===== config.mk =====
export PLATFORM = sky130hd
export DESIGN_NAME = dp2p_front
export DESIGN_NICKNAME = d
export VERILOG_FILES = /design/src/hdl/dp2p_pkg.sv /design/src/hdl/dp2p_front.sv
export SDC_FILE = /design/constraint.sdc
export NUM_CORES = 1
export LEC_CHECK = 0
export BUFFER_PORTS_ARGS = -buffer_cell sky130_fd_sc_hd__buf_2
export CAP_MARGIN = 20
export CORE_UTILIZATION = 40
export DETAILED_ROUTE_END_ITERATION = 8
export HOLD_SLACK_MARGIN = 0.08
export PLACE_DENSITY = 0.65
export SYNTH_ARGS = -nofsm -noshare
export SYNTH_HDL_FRONTEND = slang
export SYNTH_SLANG_ARGS = --single-unit
export TNS_END_PERCENT = 10

===== constraint.sdc =====
create_clock -name clk -period 7.1 [get_ports clk]
set_clock_uncertainty 0.2 [all_clocks]
set_input_delay 1.42 -clock clk [delete_from_list [all_inputs] [get_ports clk]]
set_output_delay 1.42 -clock clk [all_outputs]
set_load 0.02 [all_outputs]

===== src/hdl/dp2p_pkg.sv =====
// dp2p_pkg: shared constants, register map and bundle types for depth_pixel_to_point
// no dependencies
`default_nettype none

package dp2p_pkg;

  // geometry limits
  localparam int MAX_COLS_DEF = 4096;
  localparam int MAX_ROWS_DEF = 4096;

  // queue between classifier and projection pipe
  localparam int QUEUE_DEPTH = 4;

  // field widths
  localparam int DIM_W    = 13;
  localparam int INV_W    = 24;
  localparam int CENTER_W = 20;
  localparam int DEPTH_W  = 24;
  localparam int COLOR_W  = 8;
  localparam int POINT_W  = 32;
  localparam int FRAC_SH  = 16;
  localparam int SUBPIX_W = 8;

  // register map
  localparam int ADDR_W    = 5;
  localparam int REG_IDX_W = 3;
  localparam int DATA_W    = 32;
  localparam logic [REG_IDX_W-1:0] REG_IMAGE_WIDTH  = 3'd0;
  localparam logic [REG_IDX_W-1:0] REG_IMAGE_HEIGHT = 3'd1;
  localparam logic [REG_IDX_W-1:0] REG_INV_FOCAL_X  = 3'd2;
  localparam logic [REG_IDX_W-1:0] REG_INV_FOCAL_Y  = 3'd3;
  localparam logic [REG_IDX_W-1:0] REG_CENTER_X     = 3'd4;
  localparam logic [REG_IDX_W-1:0] REG_CENTER_Y     = 3'd5;
  localparam logic [REG_IDX_W-1:0] REG_DEPTH_MIN    = 3'd6;
  localparam logic [REG_IDX_W-1:0] REG_DEPTH_MAX    = 3'd7;

  // reset values
  localparam logic [DIM_W-1:0]    RST_IMAGE_WIDTH  = 13'd640;
  localparam logic [DIM_W-1:0]    RST_IMAGE_HEIGHT = 13'd480;
  localparam logic [INV_W-1:0]    RST_INV_FOCAL    = 24'd32768;
  localparam logic [CENTER_W-1:0] RST_CENTER_X     = 20'd81920;
  localparam logic [CENTER_W-1:0] RST_CENTER_Y     = 20'd61440;
  localparam logic [DEPTH_W-1:0]  RST_DEPTH_MIN    = 24'd327680;
  localparam logic [DEPTH_W-1:0]  RST_DEPTH_MAX    = 24'd655360;

  typedef struct packed {
    logic [COLOR_W-1:0] red;
    logic [COLOR_W-1:0] green;
    logic [COLOR_W-1:0] blue;
  } rgb_t;

  typedef struct packed {
    logic [DIM_W-1:0]    image_width;
    logic [DIM_W-1:0]    image_height;
    logic [CENTER_W-1:0] center_x;
    logic [CENTER_W-1:0] center_y;
    logic [DEPTH_W-1:0]  depth_min;
    logic [DEPTH_W-1:0]  depth_max;
  } geom_cfg_t;

  typedef struct packed {
    logic [INV_W-1:0] inv_focal_x;
    logic [INV_W-1:0] inv_focal_y;
  } focal_cfg_t;

endpackage

`default_nettype wire


===== src/hdl/dp2p_front.sv =====
// dp2p_front: raster counters, mask and range gate, signed pixel offsets
// depends on dp2p_pkg
`default_nettype none

module dp2p_front #(
  parameter int MAX_COLS = dp2p_pkg::MAX_COLS_DEF,
  parameter int MAX_ROWS = dp2p_pkg::MAX_ROWS_DEF,
  parameter int MAG_W    = 22
) (
  input  wire logic                              clk,
  input  wire logic                              rst_n,
  input  wire dp2p_pkg::geom_cfg_t               cfg,
  input  wire logic                              in_valid,
  output logic                                   in_ready,
  input  wire logic [dp2p_pkg::DEPTH_W-1:0]      in_depth,
  input  wire logic                              in_masked,
  input  wire dp2p_pkg::rgb_t                    in_rgb,
  input  wire logic                              in_first_pixel,
  output logic                                   push_valid,
  input  wire logic                              push_ready,
  output logic [MAG_W-1:0]                       ent_mag_x,
  output logic                                   ent_neg_x,
  output logic [MAG_W-1:0]                       ent_mag_y,
  output logic                                   ent_neg_y,
  output logic [dp2p_pkg::DEPTH_W-1:0]           ent_z,
  output dp2p_pkg::rgb_t                         ent_rgb,
  output logic                                   ent_valid,
  output logic                                   ent_last
);

  localparam int CW    = $clog2(MAX_COLS);
  localparam int RW    = $clog2(MAX_ROWS);
  localparam int DC    = $clog2(MAX_COLS + 1);
  localparam int DR    = $clog2(MAX_ROWS + 1);
  localparam int DIMW0 = (DC > dp2p_pkg::DIM_W) ? DC : dp2p_pkg::DIM_W;
  localparam int DIMW  = (DR > DIMW0) ? DR : DIMW0;

  logic [CW-1:0]   col_r, col_nxt, col_cur;
  logic [RW-1:0]   row_r, row_nxt, row_cur;
  logic [DIMW-1:0] w_ext, h_ext, w_eff, h_eff;
  logic            col_end, row_end, accept, in_range;
  logic [dp2p_pkg::DEPTH_W-1:0] d;
  logic [MAG_W-1:0] px, py, cx, cy;

  assign in_ready   = push_ready;
  assign push_valid = in_valid;
  assign accept     = in_valid && push_ready;

  // zero acts as one, oversize clamps to the maximum
  always_comb begin
    w_ext = DIMW'(cfg.image_width);
    h_ext = DIMW'(cfg.image_height);
    if (w_ext == '0) begin
      w_eff = DIMW'(1);
    end else if (w_ext > DIMW'(MAX_COLS)) begin
      w_eff = DIMW'(MAX_COLS);
    end else begin
      w_eff = w_ext;
    end
    if (h_ext == '0) begin
      h_eff = DIMW'(1);
    end else if (h_ext > DIMW'(MAX_ROWS)) begin
      h_eff = DIMW'(MAX_ROWS);
    end else begin
      h_eff = h_ext;
    end
  end

  assign col_cur = in_first_pixel ? '0 : col_r;
  assign row_cur = in_first_pixel ? '0 : row_r;
  assign col_end = (DIMW'(col_cur) + DIMW'(1)) >= w_eff;
  assign row_end = (DIMW'(row_cur) + DIMW'(1)) >= h_eff;

  always_comb begin
    col_nxt = col_r;
    row_nxt = row_r;
    if (accept) begin
      if (col_end) begin
        col_nxt = '0;
        row_nxt = row_end ? '0 : RW'(row_cur + 1'b1);
      end else begin
        col_nxt = CW'(col_cur + 1'b1);
        row_nxt = row_cur;
      end
    end
  end

  always_ff @(posedge clk) begin
    if (!rst_n) begin
      col_r <= '0;
      row_r <= '0;
    end else begin
      col_r <= col_nxt;
      row_r <= row_nxt;
    end
  end

  // range gate on masked depth
  assign d        = in_masked ? '0 : in_depth;
  assign in_range = (d > cfg.depth_min) && (d < cfg.depth_max);

  // pixel position in Q.8 against the principal point
  assign px = MAG_W'({col_cur, {dp2p_pkg::SUBPIX_W{1'b0}}});
  assign py = MAG_W'({row_cur, {dp2p_pkg::SUBPIX_W{1'b0}}});
  assign cx = MAG_W'(cfg.center_x);
  assign cy = MAG_W'(cfg.center_y);

  always_comb begin
    ent_neg_x = 1'b0;
    ent_neg_y = 1'b0;
    ent_mag_x = '0;
    ent_mag_y = '0;
    ent_z     = '0;
    ent_rgb   = '0;
    if (in_range) begin
      ent_neg_x = px < cx;
      ent_neg_y = py < cy;
      ent_mag_x = (px < cx) ? MAG_W'(cx - px) : MAG_W'(px - cx);
      ent_mag_y = (py < cy) ? MAG_W'(cy - py) : MAG_W'(py - cy);
      ent_z     = d;
      ent_rgb   = in_rgb;
    end
  end

  assign ent_valid = in_range;
  assign ent_last  = col_end && row_end;

endmodule

`default_nettype wire


==> impl_metrics.tcl, run 1 <==
set metrics [dict create \
    outcome "finished, final reports clean" \
    rsz0062_at_grt "no" \
    port_buffers 265 \
    grt_use_total_pct 23.8 \
    worst_slew_pin_slew_ns 1.01 \
    static-leakage-power_nw 4.80 \
    ys_async_sr_fraction_pct 0 \
    dp_hpwl_um 18500 \
    finalCritPeriodShare_pct 92.6 \
    cts_resized 0 \
    endpoint_kind "output port" \
    hp-class "register to register" \
    grt_pass1_wl_um 34700 \
    p_sw_mw 0.264 \
    cap_viol_max_count 0 \
    h-tree-depth 1 \
    fin_setup_tns_ns 0 \
    cp_max_fo 22 \
    cts_setup_buffers 0 \
    synth_nets 1279 \
    crit_type "primary input to output port" \
    whs_ns 0.261 \
    syn_area_mm2 0.00681 \
    drt-total-wl_um 21700 \
    grt_pass1_vias 7089 \
    layout-drive-gt1-share_pct 24.7 \
    cts_root_buf "clkbuf_16" \
    cts_sinks 24 \
    required_ns 5.48 \
    ys.flop_type "dfxtp_1" \
    viasPerCell 5.29 \
    area.growth.synth_to_final_pct 22.8 \
    ys_seq_elements 24 \
    routedWlPerCell_um 15.1 \
    final_nets 1509 \
    cts_buffers 3 \
    hold_viol 0 \
    antenna_cells 0 \
    ys_seq_area_share_pct 7.06 \
    core_mm2 0.0166 \
    seqPwrFrac_pct 20.7 \
    cts_max_path_buffers 2 \
    yosys.cell_types.count 74 \
    total_power_mw 0.660 \
    grt_remaining_overflow 0 \
    route.vias.total 7587 \
    clock.fmax_mhz 152 \
    die-area_mm2 0.0175 \
    setup_violations 0 \
    irDropWorstVdd_v 0.0000967 \
    synth_mux_area_share_pct 1.76 \
    fillCellCount 1676 \
    synth_top_family_by_area "simple AND/OR/NAND/NOR gates" \
    drt_iter0_drc 379 \
    initial_core_util_pct 41.1 \
    core.rowCount 47 \
    clock_latency_ns 0.26 \
    dr.pass1.iters 5 \
    clk_pin_slew_worst_paths_ns 0.06 \
    die_h_um 132 \
    final_cell_mix "buf_2, ha_1, inv_1" \
    period_needed_ns 6.57 \
    syn_avg_cell_area_um2 6.91 \
    combPwrFrac_pct 54.7 \
    die_w_um 132 \
    pin_count 266 \
    p_per_area_mw_per_mm2 79.0 \
    maxSlewViolCount 0 \
    antenna_found_initial 1 \
    cp_data_arrival_time_ns 4.95 \
    final_common_cell "buf_2" \
    p_clk_share_pct 24.7 \
    antenna_left 0 \
    synth-adder-area-share_pct 23.2 \
    synth-edff-count 0 \
    synth_compound_area_share_pct 21.9 \
    yosys_warnings 0 \
    cp-start-kind "primary input" \
    synth_cells 986 \
    cts_tree "done" \
    p_int_mw 0.396 \
    swShare_pct 40.0 \
    grt_max_degree 49 \
    relSlewSlack_pct 32.4 \
    cts_hold_buf 0 \
    drc_errors 0 \
    yosys.area_share.simple_pct 29.3 \
    gp_congestion 0.944 \
    synthXorXnorAreaFrac_pct 6.82 \
]
-- cell type report --
| type | instances | area [um^2] | area share, % |
|---|---|---|---|
| clock buffer | 3 | 75.1 | 0.898 |
| clock inverter | 1 | 30.0 | 0.359 |
| inverter | 116 | 435 | 5.21 |
| multi-input combinational | 796 | 5650 | 67.6 |
| sequential | 24 | 480 | 5.74 |
| tap | 220 | 275 | 3.29 |
| timing repair buffer | 275 | 1410 | 16.9 |
-- power groups by stage --
stage	clock [mW]	sequential, mW	combinational (mW)
finish	0.163	0.137	0.361
global route	0.168	0.137	0.400
CTS	0.165	0.137	0.361
detailed placement	0	0.140	0.359
global placement	0	0.140	0.358
floorplan	0	0.139	0.231
-- state kept, by name, summed over array words and instances (netlist names) --
signal	count
col_r	12
row_r	12
-- final timing paths --
| path | from | end | slack, ns | cells after the start |
|---|---|---|---|---|
| worst max register to register | row_r[0]$_SDFFE_PN0P_ | row_r[5]$_SDFFE_PN0P_ | 2.37 | 17 |
| worst min register to register | col_r[4]$_SDFFE_PN0P_ | col_r[4]$_SDFFE_PN0P_ | 0.26 | 2 |
| worst min-delay path | col_r[4]$_SDFFE_PN0P_ | col_r[4]$_SDFFE_PN0P_ | 0.26 | 2 |
| worst max-delay path | in_first_pixel | ent_mag_x[10] | 0.53 | 14 |
-- worst max-delay path, stage by stage --
cell      delay, ns
buf_2          0.33
buf_4          0.24
nor2b_1        0.08
ha_1           0.38
a21o_1         0.23
a221oi_1       0.38
o21ai_1        0.18
a21oi_1        0.81
buf_4          0.31
nor3_1         0.07
a21oi_1        0.15
xnor2_1        0.14
nor2_1         0.06
buf_2          0.18
-- stage by stage --
stage	instance area, um^2	cells	setup WS, ns	util (%)
2_1_floorplan	6810	986	0.320	-
3_3_place_gp	8260	1431	0.652	49.8
3_5_place_dp	8260	1431	0.608	49.8
4_1_cts	8360	1435	0.606	50.4
5_1_grt	8360	1435	0.268	50.4
6_report	8360	1435	0.526	50.4
-- cells by family (layout without fill, tap and decap cells) --
logic type,after synthesis,after routing
flip-flops,24,24
AND/OR/NAND/NOR,381,381
adder cells (fa/ha/maj),125,125
multiplexers,11,11
AO/OA/AOI/OAI,226,226
XOR/XNOR,53,53
buffers and inverters,166,395
-- Yosys cell counts, types with 6 or more instances --
library cell,n,area share [%]
clkbuf_1,31,1.7
nand2_1,65,3.6
nand2b_1,10,0.92
o21ai_0,35,2.6
a21oi_1,64,4.7
ha_1,123,23
a31oi_1,19,1.7
nor4_1,7,0.64
dfxtp_1,24,7.1
a21o_1,37,4.1
xor2_1,11,1.4
nor3_1,15,1.1
and3_1,70,6.4
xnor2_1,42,5.4
inv_1,116,6.4
o21a_1,11,1.2
a211oi_1,11,1.2
nor2_1,88,4.9
nand4_1,13,1.2
o211ai_1,7,0.77
nor2b_1,54,5.0
mux2i_1,6,0.88
nand3_1,27,2.0
-- per-layer routing --
metal,global-route usage [%],vias to the layer above,wire [um]
met1,30.9,3438,9860
met4,6.51,2,505
met2,41.6,225,10200
met3,2.22,29,1100
met5,0,-,15
li1,-,3893,-
Power figures use the tool's default switching activity.
==> run 2, diff against run 1 <==
Settings changed: CELL_PAD_IN_SITES_DETAIL_PLACEMENT set to 0, CELL_PAD_IN_SITES_GLOBAL_PLACEMENT set to 2, CORE_UTILIZATION 40 to 27, PLACE_DENSITY 0.65 to 0.81.
==> run 2 against run 1 <==
Net effect: die area up 47%; routed wire length rose by 16%; critical path depth is 3 higher; register-to-register slack got worse by 0.08 ns; combinational power up 2%; clock power hardly changed; core utilization is 16 points lower; largest cell class unchanged; largest power group unchanged; highest routed layer is now met4.
==> impl_metrics.tcl, run 2 (synthesis results as in run 1) <==
set metrics [dict create \
    r2r_start "row_r[0]$_SDFFE_PN0P_" \
    dr.pass1.iters 5 \
    setup_violations 0 \
    r2r_slack_ns 2.29 \
    clock.fmax_mhz 155 \
    grt_max_degree 49 \
    cts_hold_buf 0 \
    cts_root_buf "clkbuf_16" \
    layout-drive-gt1-share_pct 25.2 \
    drc_errors 0 \
    finalCritPeriodShare_pct 91.0 \
    core_mm2 0.0245 \
    routedWlPerCell_um 16.2 \
    hold_depth 2 \
    hp-class "register to register" \
    die_w_um 161 \
    antenna_left 0 \
    min_from "col_r[4]$_SDFFE_PN0P_" \
    min_to "col_r[4]$_SDFFE_PN0P_" \
    irDropWorstVdd_v 0.0000947 \
    core.rowCount 57 \
    cts_tree "done" \
    cap_viol_max_count 0 \
    worst_r2r_endpoint "row_r[5]$_SDFFE_PN0P_" \
    final_util_pct 34.9 \
    fin_setup_tns_ns 0 \
    grt_pass1_vias 7281 \
    final_cell_mix "buf_2, ha_1, inv_1" \
    relSlewSlack_pct 29.3 \
    cts_resized 0 \
    final_nets 1517 \
    cp-start-kind "primary input" \
    pin_count 266 \
    top_regs "col_r (12), row_r (12)" \
    drt-total-wl_um 25100 \
    cp_max_fo 20 \
    required_ns 5.48 \
    period_needed_ns 6.46 \
    cts_buffers 3 \
    worst_slew_pin_slew_ns 1.06 \
    cts_sinks 24 \
    grt_use_total_pct 18.5 \
    clock_latency_ns 0.26 \
    dp_hpwl_um 21700 \
    grt_pass1_wl_um 38400 \
    cts_max_path_buffers 2 \
    static-leakage-power_nw 4.84 \
    crit_type "primary input to output port" \
    cts_setup_buffers 0 \
    reg2reg_depth 17 \
    viasPerCell 4.87 \
    fillCellCount 2758 \
    die-area_mm2 0.0259 \
    rsz0062_at_grt "no" \
    initial_core_util_pct 27.8 \
    maxSlewViolCount 0 \
    cp_data_arrival_time_ns 4.84 \
    hold_viol 0 \
    area.growth.synth_to_final_pct 25.7 \
    grt_remaining_overflow 0 \
    port_buffers 265 \
    route.vias.total 7536 \
    drt_iter0_drc 388 \
    final_common_cell "buf_2" \
    antenna_found_initial 4 \
    clk_pin_slew_worst_paths_ns 0.06 \
    outcome "finished, final reports clean" \
    p_per_area_mw_per_mm2 77.9 \
    gp_congestion 0.854 \
    endpoint_kind "output port" \
    die_h_um 161 \
    h-tree-depth 1 \
]
[run 2: cell count changes in the layout (fill, tap and decap cells not counted), sizes merged]
| cell | before | now |
|---|---|---|
| buf | 275 | 283 |
| diode | 0 | 1 |
[run 2: stage by stage]
stage | std cells | power, mW | area [um^2] | hold slack [ns] | worst slack, ns
after floorplan | 986 | 0.370 | 6810 | 0.227 | 0.320
after global placement | 1542 | 0.511 | 8440 | 0.241 | 0.706
after detailed placement | 1542 | 0.511 | 8440 | 0.240 | 0.617
after CTS | 1546 | 0.675 | 8550 | 0.248 | 0.620
after global routing | 1548 | 0.718 | 8560 | 0.298 | 0.397
final | 1548 | 0.667 | 8560 | 0.250 | 0.636
[run 2: metal layers]
layer,GRT usage (%),part of all wire (%),vias up
met5,0,0,-
met4,2.62,0.69,0
met3,1.68,4.4,16
met2,34.1,49,206
met1,23.6,46,3407
li1,-,-,3907
[run 2: final cells by class]
cell class | instances | area (um^2) | area share [%]
antenna | 1 | 2.50 | 0.0292
timing repair buffer | 283 | 1470 | 17.2
tap | 324 | 405 | 4.74
multi-input combinational | 796 | 5650 | 66.1
clock inverter | 1 | 30.0 | 0.351
clock buffer | 3 | 75.1 | 0.877
inverter | 116 | 435 | 5.09
sequential | 24 | 480 | 5.61
[run 2: worst max-delay path by stage]
| stage | start | end | slack, ns | cells past startpoint |
|---|---|---|---|---|
| 3_3_place_gp | in_first_pixel | ent_mag_x[19] | 0.71 | 12 |
| 4_1_cts | in_first_pixel | ent_last | 0.62 | 17 |
| 5_1_grt | in_first_pixel | ent_last | 0.40 | 17 |
| 3_5_place_dp | in_first_pixel | ent_last | 0.62 | 17 |
| 6_report | in_first_pixel | ent_last | 0.64 | 17 |
| 2_1_floorplan | in_first_pixel | ent_mag_x[21] | 0.32 | 13 |
[run 2: worst max-delay path: stages]
cell	delay [ns]
buf_2	0.32
nand2b_1	0.25
inv_1	0.11
ha_1	0.26
and3_1	0.23
and3_1	0.23
and3_1	0.25
and3_1	0.25
xnor2_1	0.14
ha_1	0.31
a21o_1	0.18
a21o_1	0.16
a21oi_1	0.12
o21ai_0	0.09
a21o_1	0.19
and3_1	0.18
buf_2	0.15
[run 2: power by group]
group / switching [mW] / internal (mW) / total [mW]
Clock: 0.0490 / 0.112 / 0.161
Combinational: 0.219 / 0.150 / 0.369
Sequential: 0.000796 / 0.136 / 0.137
Total: 0.269 / 0.398 / 0.667
