===== src/hdl/dp2p_queue.sv =====
// dp2p_queue: small register fifo between classifier and projection pipe
// depends on nothing but its parameters
`default_nettype none

module dp2p_queue #(
  parameter int WIDTH = 8,
  parameter int DEPTH = 4
) (
  input  wire logic             clk,
  input  wire logic             rst_n,
  input  wire logic             push_valid,
  output logic                  push_ready,
  input  wire logic [WIDTH-1:0] push_data,
  output logic                  pop_valid,
  input  wire logic             pop_ready,
  output logic [WIDTH-1:0]      pop_data
);

  localparam int AW = (DEPTH > 1) ? $clog2(DEPTH) : 1;
  localparam int CW = $clog2(DEPTH + 1);

  logic [WIDTH-1:0] mem_r [DEPTH];
  logic [AW-1:0]    wr_ptr_r, wr_ptr_nxt;
  logic [AW-1:0]    rd_ptr_r, rd_ptr_nxt;
  logic [CW-1:0]    count_r, count_nxt;
  logic             push, pop;

  assign push_ready = (count_r != CW'(DEPTH));
  assign pop_valid  = (count_r != '0);
  assign pop_data   = mem_r[rd_ptr_r];
  assign push       = push_valid && push_ready;
  assign pop        = pop_valid && pop_ready;

  always_comb begin
    wr_ptr_nxt = wr_ptr_r;
    rd_ptr_nxt = rd_ptr_r;
    count_nxt  = count_r;
    if (push) begin
      wr_ptr_nxt = (wr_ptr_r == AW'(DEPTH - 1)) ? '0 : AW'(wr_ptr_r + 1'b1);
    end
    if (pop) begin
      rd_ptr_nxt = (rd_ptr_r == AW'(DEPTH - 1)) ? '0 : AW'(rd_ptr_r + 1'b1);
    end
    if (push && !pop) begin
      count_nxt = CW'(count_r + 1'b1);
    end else if (pop && !push) begin
      count_nxt = CW'(count_r - 1'b1);
    end
  end

  always_ff @(posedge clk) begin
    if (!rst_n) begin
      wr_ptr_r <= '0;
      rd_ptr_r <= '0;
      count_r  <= '0;
    end else begin
      wr_ptr_r <= wr_ptr_nxt;
      rd_ptr_r <= rd_ptr_nxt;
      count_r  <= count_nxt;
    end
  end

  always_ff @(posedge clk) begin
    if (push) begin
      mem_r[wr_ptr_r] <= push_data;
    end
  end

endmodule

`default_nettype wire


===== config.mk =====
export PLATFORM = sky130hd
export DESIGN_NAME = dp2p_queue
export DESIGN_NICKNAME = d
export VERILOG_FILES = /design/src/hdl/dp2p_queue.sv
export SDC_FILE = /design/constraint.sdc
export NUM_CORES = 1
export LEC_CHECK = 0
export BUFFER_PORTS_ARGS = -buffer_cell sky130_fd_sc_hd__clkbuf_2
export CORE_MARGIN = 10
export CORE_UTILIZATION = 30
export CTS_BUF_LIST = sky130_fd_sc_hd__clkbuf_16
export DETAILED_ROUTE_END_ITERATION = 8
export GPL_TIMING_DRIVEN = 0
export MAX_ROUTING_LAYER = met4
export PLACE_DENSITY = 0.44
export SYNTH_ARGS = -nofsm -noshare
export SYNTH_HDL_FRONTEND = slang
export SYNTH_SLANG_ARGS = --single-unit
export TNS_END_PERCENT = 1

===== constraint.sdc =====
create_clock -name clk -period 3.15 [get_ports clk]
set_input_delay 0.1575 -clock clk [delete_from_list [all_inputs] [get_ports clk]]
set_output_delay 0.1575 -clock clk [all_outputs]
set_load 0.01 [all_outputs]

==> summary.md, run 1 <==
| Metric | Value |
|---|---|
| Flop-to-flop setup slack | `0.73 ns` |
| Initial Util | `31.4%` |
| Placement Rows | `26` |
| Commonest non-fill, non-tap cell in the layout | `edfxtp_1` |
| Hold path startpoint | `push_data[6]` |
| Switching power | `441 uW` |
| Vias per inst | `4.51` |
| Post-DP HPWL | `2060 um` |
| Post-synth EDFFs | `32` |
| Worst path slowest cell | `o31ai_1` |
| Post-Syn Area | `0.00164 mm2` |
| Skew final | `0.00320 ns` |
| Register bit total from synthesis | `41` |
| Syn nets | `112` |
| Hold Crit Depth | `1` |
| Initial antenna violation count | `0` |
| Sink Count | `41` |
| Die extent in x | `93.8 um` |
| H-tree lvl count | `2` |
| Final Critical Period | `2.42 ns` |
| Synth Instances | `93` |
| Internal power | `1160 uW` |
| CP endpoint kind | `flip-flop` |
| Seq pwr share | `44.4%` |
| Synth Flop Type | `edfxtp_1` |
| Ys async rst share | `0%` |
| Min-Delay Endpoint | `mem_r[1][6]` |
| Tot GR Track Use | `7.43%` |
| GRT Residual Overflow | `0` |
| PD cells | `815 mW/mm2` |
| Vias in the first global route | `899` |
| Hold-fix buffers, CTS | `0` |
| Sequential area share after synthesis | `69.8%` |
| Unrepaired setup endpoints after global routing | `no` |
| Layout cells sized above 1 | `36.9%` |
| Rel. slew slack | `61.4%` |
| Cells resized by post-CTS repair | `0` |
| Fmax | `0.414 GHz` |
| GPL Wtd Cong | `0.668` |
| Die H | `93.8 um` |
| Largest net degree at the start of global routing | `13` |
| CP cell instances | `o31ai_1 -> ha_1 -> inv_1 -> fa_1 -> xor2_1 -> or3_2 -> a21boi_0` |
| Min-Delay Path Class | `input pin to flip-flop` |
| Final wirelength | `2930 um` |
| First-pass detailed-route iteration total | `4` |
| Yosys Warn Count | `0` |
| Buf/Inv on CP | `1` |
| Via count | `865` |
| Area delta synth->final | `20.3%` |
| CP arrival | `2.62 ns` |
| Longest Clk Path Bufs | `2` |
| Worst R2R Path Depth | `7` |
| Max FO, Critical Path | `5` |
| Final setup fails | `0` |
| DRC Markers | `0` |
| Lkg Pwr | `0.000726 uW` |
| R2R Path Start | `count_r[1]` |
| Post-route cell area | `0.00197 mm2` |
| Switching Share | `27.5%` |
| CTS Buf Count | `5` |
| Postcts setup bufs | `0` |
| IO Pins | `22` |
| Worst Setup Start Kind | `flip-flop` |
| CP Depth | `7` |
| First DRT Iteration DRCs | `41` |
| Fin util | `37.8%` |
| Hold Vio Cnt, Final | `0` |
| Peak VDD IR | `0.228 mV` |
| Clock Latency Late Sink | `0.27 ns` |
| TNS Setup | `0 ns` |
| Post-route clock period utilization | `76.7%` |
| Pre-CTS setup slack | `0.685 ns` |
| Max-Cap Viols | `0` |
| Final Max Tran Viols | `0` |
| Ant. Diodes | `0` |
| Reg clk slew, reported paths | `0.05 ns` |
| Clock Power Share | `29.2%` |
| CTS Root Cell | `clkbuf_16` |
| First-pass GRT wire length | `4650 um` |
| Combinational share of power | `26.4%` |
| Synth Area per Inst | `17.6 um2` |
| Core footprint | `0.00520 mm2` |
| Post-layout net count | `140` |
| Port Buffers | `21` |
| Outcome | `finished clean` |
| Worst slew pin tran | `0.575 ns` |
| Final ANT Viol Nets | `0` |
| RR Endpoint | `count_r[2]` |
| Setup CP Type | `flip-flop to flip-flop` |
| Area after DPL | `0.00183 mm2` |
| Delay-heaviest family, CP | `compound AO/OA/AOI/OAI gates` |
| PnR worst setup slack | `0.732 ns` |
| Clock tree from TritonCTS | `done` |
| Most frequent cells in the layout | `edfxtp_1 (32), clkbuf_2 (22), dfxtp_1 (9)` |
| Wire length per cell | `15.3 um` |
| CP required | `3.35 ns` |
| CP max stage delay | `0.55 ns` |
| Die ar. | `0.00880 mm2` |
| Synth unique cells | `26` |
[sequential cells by signal, indices dropped and copies added, names as in the netlist, named ones only]
| register | count |
|---|---|
| count_r | 3 |
| mem_r | 32 |
| rd_ptr_r | 2 |
| wr_ptr_r | 2 |
[Yosys cell counts (2+ instances only)]
cell	instances	area share [%]
nand2_1	5	1.1
or3_2	2	0.92
inv_1	3	0.69
mux2i_1	2	1.2
nor2_1	2	0.46
and3_2	4	1.8
dfxtp_1	9	11
edfxtp_1	32	59
ha_1	6	4.6
mux4_2	8	11
o21ai_0	4	1.2
nand3_1	2	0.61
[logic make-up (layout without fill, tap and decap cells)]
family	after synthesis	count (layout)	share of synthesized area [%]
xor gates and xnor gates	2	2	1.07
DFF	41	41	69.8
buffers and inverters	7	36	1.76
adders and majority gates	7	7	5.81
muxes	10	10	12.2
AOI/OAI and AO/OA	6	6	2.14
and+or+nand+nor	20	20	7.19
[worst max-delay path by stage]
stage / startpoint / slack [ns] / to
5_1_grt: count_r[1] / 0.53 / count_r[2]
2_1_floorplan: count_r[0] / 0.97 / count_r[2]
3_5_place_dp: count_r[0] / 0.69 / count_r[2]
3_3_place_gp: count_r[1] / 0.81 / count_r[2]
6_report: count_r[1] / 0.73 / count_r[2]
4_1_cts: count_r[0] / 0.70 / count_r[2]
[power groups by stage]
| stage | clock network, uW | registers (uW) | logic [uW] |
|---|---|---|---|
| floorplan | 0 | 711 | 306 |
| global placement | 0 | 719 | 428 |
| detailed placement | 0 | 724 | 437 |
| CTS | 483 | 714 | 439 |
| global route | 506 | 722 | 484 |
| finish | 468 | 712 | 424 |
[routing by layer]
metal	share of wire [%]	global-route usage, %	vias to the layer above	wire (um)
li1	-	-	410	-
met1	43	8.13	436	1250
met2	52	11.3	17	1510
met3	4.8	2.88	2	140
met4	1.0	4.18	0	30
met5	0	-	-	0
[worst reg2reg max path: stages (launching register included)]
cell	delay [ns]
dfxtp_1	0.35
o31ai_1	0.55
ha_1	0.29
inv_1	0.06
fa_1	0.37
xor2_1	0.16
or3_2	0.40
a21boi_0	0.17
[stage by stage]
step | cells | hold slack, ns | power [uW]
6_report | 192 | 0.106 | 1600
5_1_grt | 192 | 0.102 | 1710
4_1_cts | 192 | 0.0974 | 1640
3_5_place_dp | 184 | 0.384 | 1160
3_3_place_gp | 184 | 0.373 | 1150
2_1_floorplan | 93 | 0.256 | 1020
[area by class of cell]
class	instances	area (um2)
clock inverter	3	13.8
multi-input combinational	45	465
inverter	3	11.3
tap	70	87.6
clock buffer	5	125
buffer	4	17.5
timing repair buffer	21	105
fill	515	3240
sequential	41	1140
Power figures use the tool's default switching activity.
==> inputs of run 2 (changes only) <==
ABC_AREA = 1   (was default)
clock period = 2.32 ns   (was 3.15 ns; I/O delays follow)
==> summary.md, run 2 <==
| Metric | Value |
|---|---|
| Vias per inst | `4.53` |
| Min-Delay Endpoint | `mem_r[0][7]` |
| GR peak layer | `met2` |
| Layout cells sized above 1 | `20.0%` |
| CTS Root Cell | `clkbuf_16` |
| Sequential Area | `0.00114 mm2` |
| Design Power | `2340 uW` |
| Sequential area share after synthesis | `67.5%` |
| Rel. slew slack | `37.5%` |
| Largest registers | `mem_r: 32 flops, count_r: 3 flops` |
| CP arrival | `1.99 ns` |
| Area of the multi-input gates | `463 um2` |
| Post-DP HPWL | `2440 um` |
| GPL Wtd Cong | `0.679` |
| Max reg flops | `32` |
| Area delta synth->final | `19.6%` |
| Synth unique cells | `19` |
| Largest cells by area after synthesis | `edfxtp_1 (57%), dfxtp_1 (11%), nor2_1 (7.1%), ha_1 (4.4%), o21ai_0 (4.1%)` |
| Via count | `1119` |
| Vias in the first global route | `1178` |
| Fmax | `0.551 GHz` |
| Post-layout net count | `193` |
| Post-synth EDFFs | `32` |
| Worst slew pin tran | `0.934 ns` |
| Yosys Warn Count | `0` |
| Synth Area per Inst | `11.6 um2` |
| Die extent in x | `95.1 um` |
| Ant. Diodes | `0` |
| Flop-to-flop setup slack | `0.50 ns` |
| Largest Register | `mem_r` |
| Max FO, Critical Path | `7` |
| Synth Flop Type | `edfxtp_1` |
| Clock Latency Late Sink | `0.28 ns` |
| IO Pins | `22` |
| Peak VDD IR | `0.494 mV` |
| Most frequent cells in the layout | `nor2_1 (32), edfxtp_1 (32), clkbuf_2 (21)` |
| Initial antenna violation count | `0` |
| Fillers | `553` |
| Clock tree from TritonCTS | `done` |
| CP endpoint kind | `flip-flop` |
| First-pass detailed-route iteration total | `4` |
| Max-Cap Viols | `0` |
| Die H | `95.1 um` |
| Min-Delay Path Class | `input pin to flip-flop` |
| Port Buffers | `21` |
| Commonest cells post-synth | `edfxtp_1 (32), nor2_1 (32), inv_1 (16), o21ai_0 (14), nand2_1 (13)` |
| Tot GR Track Use | `8.58%` |
| Reg clk slew, reported paths | `0.05 ns` |
| Unrepaired setup endpoints after global routing | `no` |
| Syn nets | `165` |
| Initial Util | `30.9%` |
| Longest Clk Path Bufs | `2` |
| TNS Setup | `0 ns` |
| Met1 usage | `9.72%` |
| R2R Path Start | `count_r[1]` |
| Hold-fix buffers, CTS | `0` |
| Die ar. | `0.00904 mm2` |
| Synth Instances | `146` |
| GR Util met2 | `13.1%` |
| Worst Setup Start Kind | `flip-flop` |
| Post-synth top area share | `56.8%` |
| Met3 Usage GRT | `4.16%` |
| CP required | `2.49 ns` |
| H-tree lvl count | `2` |
| Placement Rows | `27` |
| DRC Markers | `0` |
| GRT Residual Overflow | `0` |
| Post-Place Cells | `239` |
| Largest area contributor in the netlist | `edfxtp_1` |
| Post-route clock period utilization | `78.2%` |
| Worst R2R Path Depth | `9` |
| First-pass GRT wire length | `5600 um` |
| CTS Buf Count | `5` |
| Hold Vio Cnt, Final | `0` |
| Lkg Pwr | `0.000806 uW` |
| Skew final | `0.00352 ns` |
| Ys async rst share | `0%` |
| Final Max Tran Viols | `0` |
| First DRT Iteration DRCs | `40` |
| Wire length per cell | `14.1 um` |
| Final wirelength | `3470 um` |
| Final Critical Period | `1.82 ns` |
| Core footprint | `0.00547 mm2` |
| Hold Crit Depth | `1` |
| Outcome | `finished clean` |
| Final ANT Viol Nets | `0` |
| Postcts setup bufs | `0` |
| Post-Syn Area | `0.00169 mm2` |
| RR Endpoint | `count_r[1]` |
| Cells resized by post-CTS repair | `0` |
| Largest net degree at the start of global routing | `13` |
| Register bit total from synthesis | `41` |
| PD cells | `1160 mW/mm2` |
| Hold path startpoint | `push_data[7]` |
| Sink Count | `41` |
| Final non-filler cell total | `247` |
| Setup CP Type | `flip-flop to flip-flop` |
| Final setup fails | `0` |
[run 2: worst max-delay path, cell delays in order, from the launching register on]
cell     delay (ns)
dfxtp_1        0.34
nor2_2         0.15
nand2_2        0.09
nand2_2        0.13
inv_1          0.06
ha_1           0.21
inv_1          0.08
fa_1           0.42
o21ai_0        0.17
nor2_1         0.06
[run 2: layer usage]
metal / vias up / wire (um) / share of wire [%]
met3: 4 / 215 / 6.2
li1: 556 / - / -
met4: 0 / 45 / 1.3
met5: - / 0 / 0
met2: 27 / 1680 / 48
met1: 532 / 1530 / 44
[run 2: cell type report]
class	count	area share, %
flip-flops and latches	41	56.4
clock inverters	3	0.557
plain buffers	2	1.11
clock buffers	5	6.19
well taps	72	4.46
repair buffers	21	5.20
inverters	17	3.16
multi-input cells	86	22.9
[run 2: worst max-delay path by stage]
stage,startpoint,to,slack (ns)
3_5_place_dp,count_r[1],count_r[1],0.50
2_1_floorplan,count_r[1],count_r[1],0.63
6_report,count_r[1],count_r[1],0.50
4_1_cts,count_r[1],count_r[1],0.49
3_3_place_gp,count_r[1],count_r[1],0.53
5_1_grt,count_r[1],count_r[2],0.36
[run 2: cell families after synthesis]
kind of cell | Yosys count | share of synthesized area (%)
and+or+nand+nor | 51 | 12.2
DFF | 41 | 67.5
AOI/OAI and AO/OA | 28 | 9.55
buffers and inverters | 19 | 5.11
adders and majority gates | 7 | 5.63
[run 2: power breakdown]
part           switching [uW]  leakage, uW  internal, uW
clock network             244    0.0000738           386
logic                     445     0.000365           267
registers                86.2     0.000368           916
total                     775     0.000806          1570
[run 2: per-stage QoR]
| stage | instance area (um2) | worst slack, ns | hold slack, ns | utilization (%) |
|---|---|---|---|---|
| 6_report | 2020 | 0.505 | 0.0605 | 36.9 |
| 5_1_grt | 2020 | 0.360 | 0.0500 | 36.9 |
| 4_1_cts | 2020 | 0.490 | 0.0547 | 36.9 |
| 3_5_place_dp | 1890 | 0.497 | 0.346 | 34.5 |
| 3_3_place_gp | 1890 | 0.531 | 0.336 | 34.5 |
| 2_1_floorplan | 1690 | 0.626 | 0.215 | - |
==> inputs of run 3 (changes only) <==
clock period = 1.9 ns   (was 2.32 ns; I/O delays follow)
==> summary.md, run 3 (synthesis gave the netlist of run 2 again) <==
| Metric | Value |
|---|---|
| Fmax | `0.563 GHz` |
| Longest Clk Path Bufs | `2` |
| Final ANT Viol Nets | `0` |
| Combinational share of power | `30.6%` |
| CP arrival | `1.95 ns` |
| Die extent in x | `95.1 um` |
| Post-route cell area | `0.00203 mm2` |
| DRC Markers | `0` |
| Worst Setup Start Kind | `flip-flop` |
| Post-route clock period utilization | `93.6%` |
| CTS Buf Count | `5` |
| Cells resized by post-CTS repair | `0` |
| Internal power | `1920 uW` |
| GRT Residual Overflow | `0` |
| Vias per inst | `4.53` |
| Min-Delay Path Class | `input pin to flip-flop` |
| Hold Vio Cnt, Final | `0` |
| Rel. slew slack | `37.5%` |
| CP required | `2.07 ns` |
| Skew final | `0.00355 ns` |
| Area after DPL | `0.00189 mm2` |
| Clock Power Share | `26.7%` |
| Lkg Pwr | `0.000809 uW` |
| Seq pwr share | `42.7%` |
| Final wirelength | `3480 um` |
| Die ar. | `0.00904 mm2` |
| Final non-filler cell total | `247` |
| Postcts setup bufs | `0` |
| GPL Wtd Cong | `0.679` |
| Switching Share | `33.1%` |
| First-pass detailed-route iteration total | `4` |
| Unrepaired setup endpoints after global routing | `no` |
| Wire length per cell | `14.1 um` |
| Tot GR Track Use | `8.58%` |
| Final setup fails | `0` |
| Max reg flops | `32` |
| Most frequent cells in the layout | `nor2_1 (32), edfxtp_1 (32), clkbuf_2 (21)` |
| Max-Cap Viols | `0` |
| Post-Place Cells | `239` |
| Die H | `95.1 um` |
| Vias in the first global route | `1178` |
| Largest Register | `mem_r` |
| Clock tree from TritonCTS | `done` |
| Outcome | `finished clean` |
| H-tree lvl count | `2` |
| TNS Setup | `0 ns` |
| Area delta synth->final | `20.2%` |
| Ant. Diodes | `0` |
| Core footprint | `0.00547 mm2` |
| Hold-fix buffers, CTS | `0` |
| Min Hold Slack | `0.0395 ns` |
| Sink Count | `41` |
| Initial Util | `30.9%` |
| Switching power | `952 uW` |
| Design Power | `2880 uW` |
| Port Buffers | `21` |
| Layout cells sized above 1 | `21.7%` |
| Peak VDD IR | `0.627 mV` |
| First-pass GRT wire length | `5600 um` |
| CTS Root Cell | `clkbuf_16` |
| IO Pins | `22` |
| Worst slew pin tran | `0.934 ns` |
| Max FO, Critical Path | `7` |
| Post-layout net count | `193` |
| Largest net degree at the start of global routing | `13` |
| Placement Rows | `27` |
| Clock Latency Late Sink | `0.28 ns` |
| Final Critical Period | `1.78 ns` |
| Via count | `1120` |
| Setup CP Type | `flip-flop to flip-flop` |
| First DRT Iteration DRCs | `40` |
| Final Max Tran Viols | `0` |
| CP endpoint kind | `flip-flop` |
| Largest registers | `mem_r: 32 flops, count_r: 3 flops` |
| Post-DP HPWL | `2440 um` |
| Reg clk slew, reported paths | `0.05 ns` |
| Initial antenna violation count | `0` |
| PD cells | `1420 mW/mm2` |
run 3: area by class of cell:
cell class	instances	area, um2
flip-flops and latches	41	1140
repair buffers	21	105
clock inverters	3	11.3
well taps	72	90.1
inverters	17	63.8
multi-input cells	86	470
fillers	554	3440
plain buffers	2	22.5
clock buffers	5	125
run 3: per-stage QoR:
stage,utilization (%),setup WS [ns]
global placement,34.5,0.111
global route,37.1,0.0152
floorplan,-,0.206
detailed placement,34.5,0.0766
finish,37.1,0.122
CTS,36.9,0.0698
run 3: path summary, 6_finish.rpt:
path / start / to / depth (start not counted) / slack (ns)
max: count_r[1] / count_r[1] / 9 / 0.12
min: push_data[7] / mem_r[0][7] / 1 / 0.04
max reg2reg: count_r[1] / count_r[1] / 9 / 0.12
min reg2reg: count_r[0] / count_r[0] / 2 / 0.50
run 3: worst max-delay path, stage by stage (launching register included):
cell,delay [ns]
dfxtp_2,0.34
nor2_2,0.14
nand2_2,0.11
nand2_4,0.10
inv_1,0.06
ha_1,0.21
inv_1,0.08
fa_1,0.42
o21ai_0,0.17
nor2_1,0.05
run 3: power by group through the flow:
stage | clock network, uW | registers [uW] | logic, uW
2_1_floorplan | 0 | 1210 | 593
3_3_place_gp | 0 | 1240 | 863
3_5_place_dp | 0 | 1250 | 890
4_1_cts | 789 | 1230 | 894
5_1_grt | 842 | 1250 | 1020
6_report | 769 | 1230 | 880
run 3: metal layers:
layer	track usage (%)	vias to the layer above	share of wire, %
li1	-	557	-
met1	9.72	534	44
met2	13.1	25	48
met3	4.16	4	6.2
met4	2.62	0	1.3
met5	-	-	0
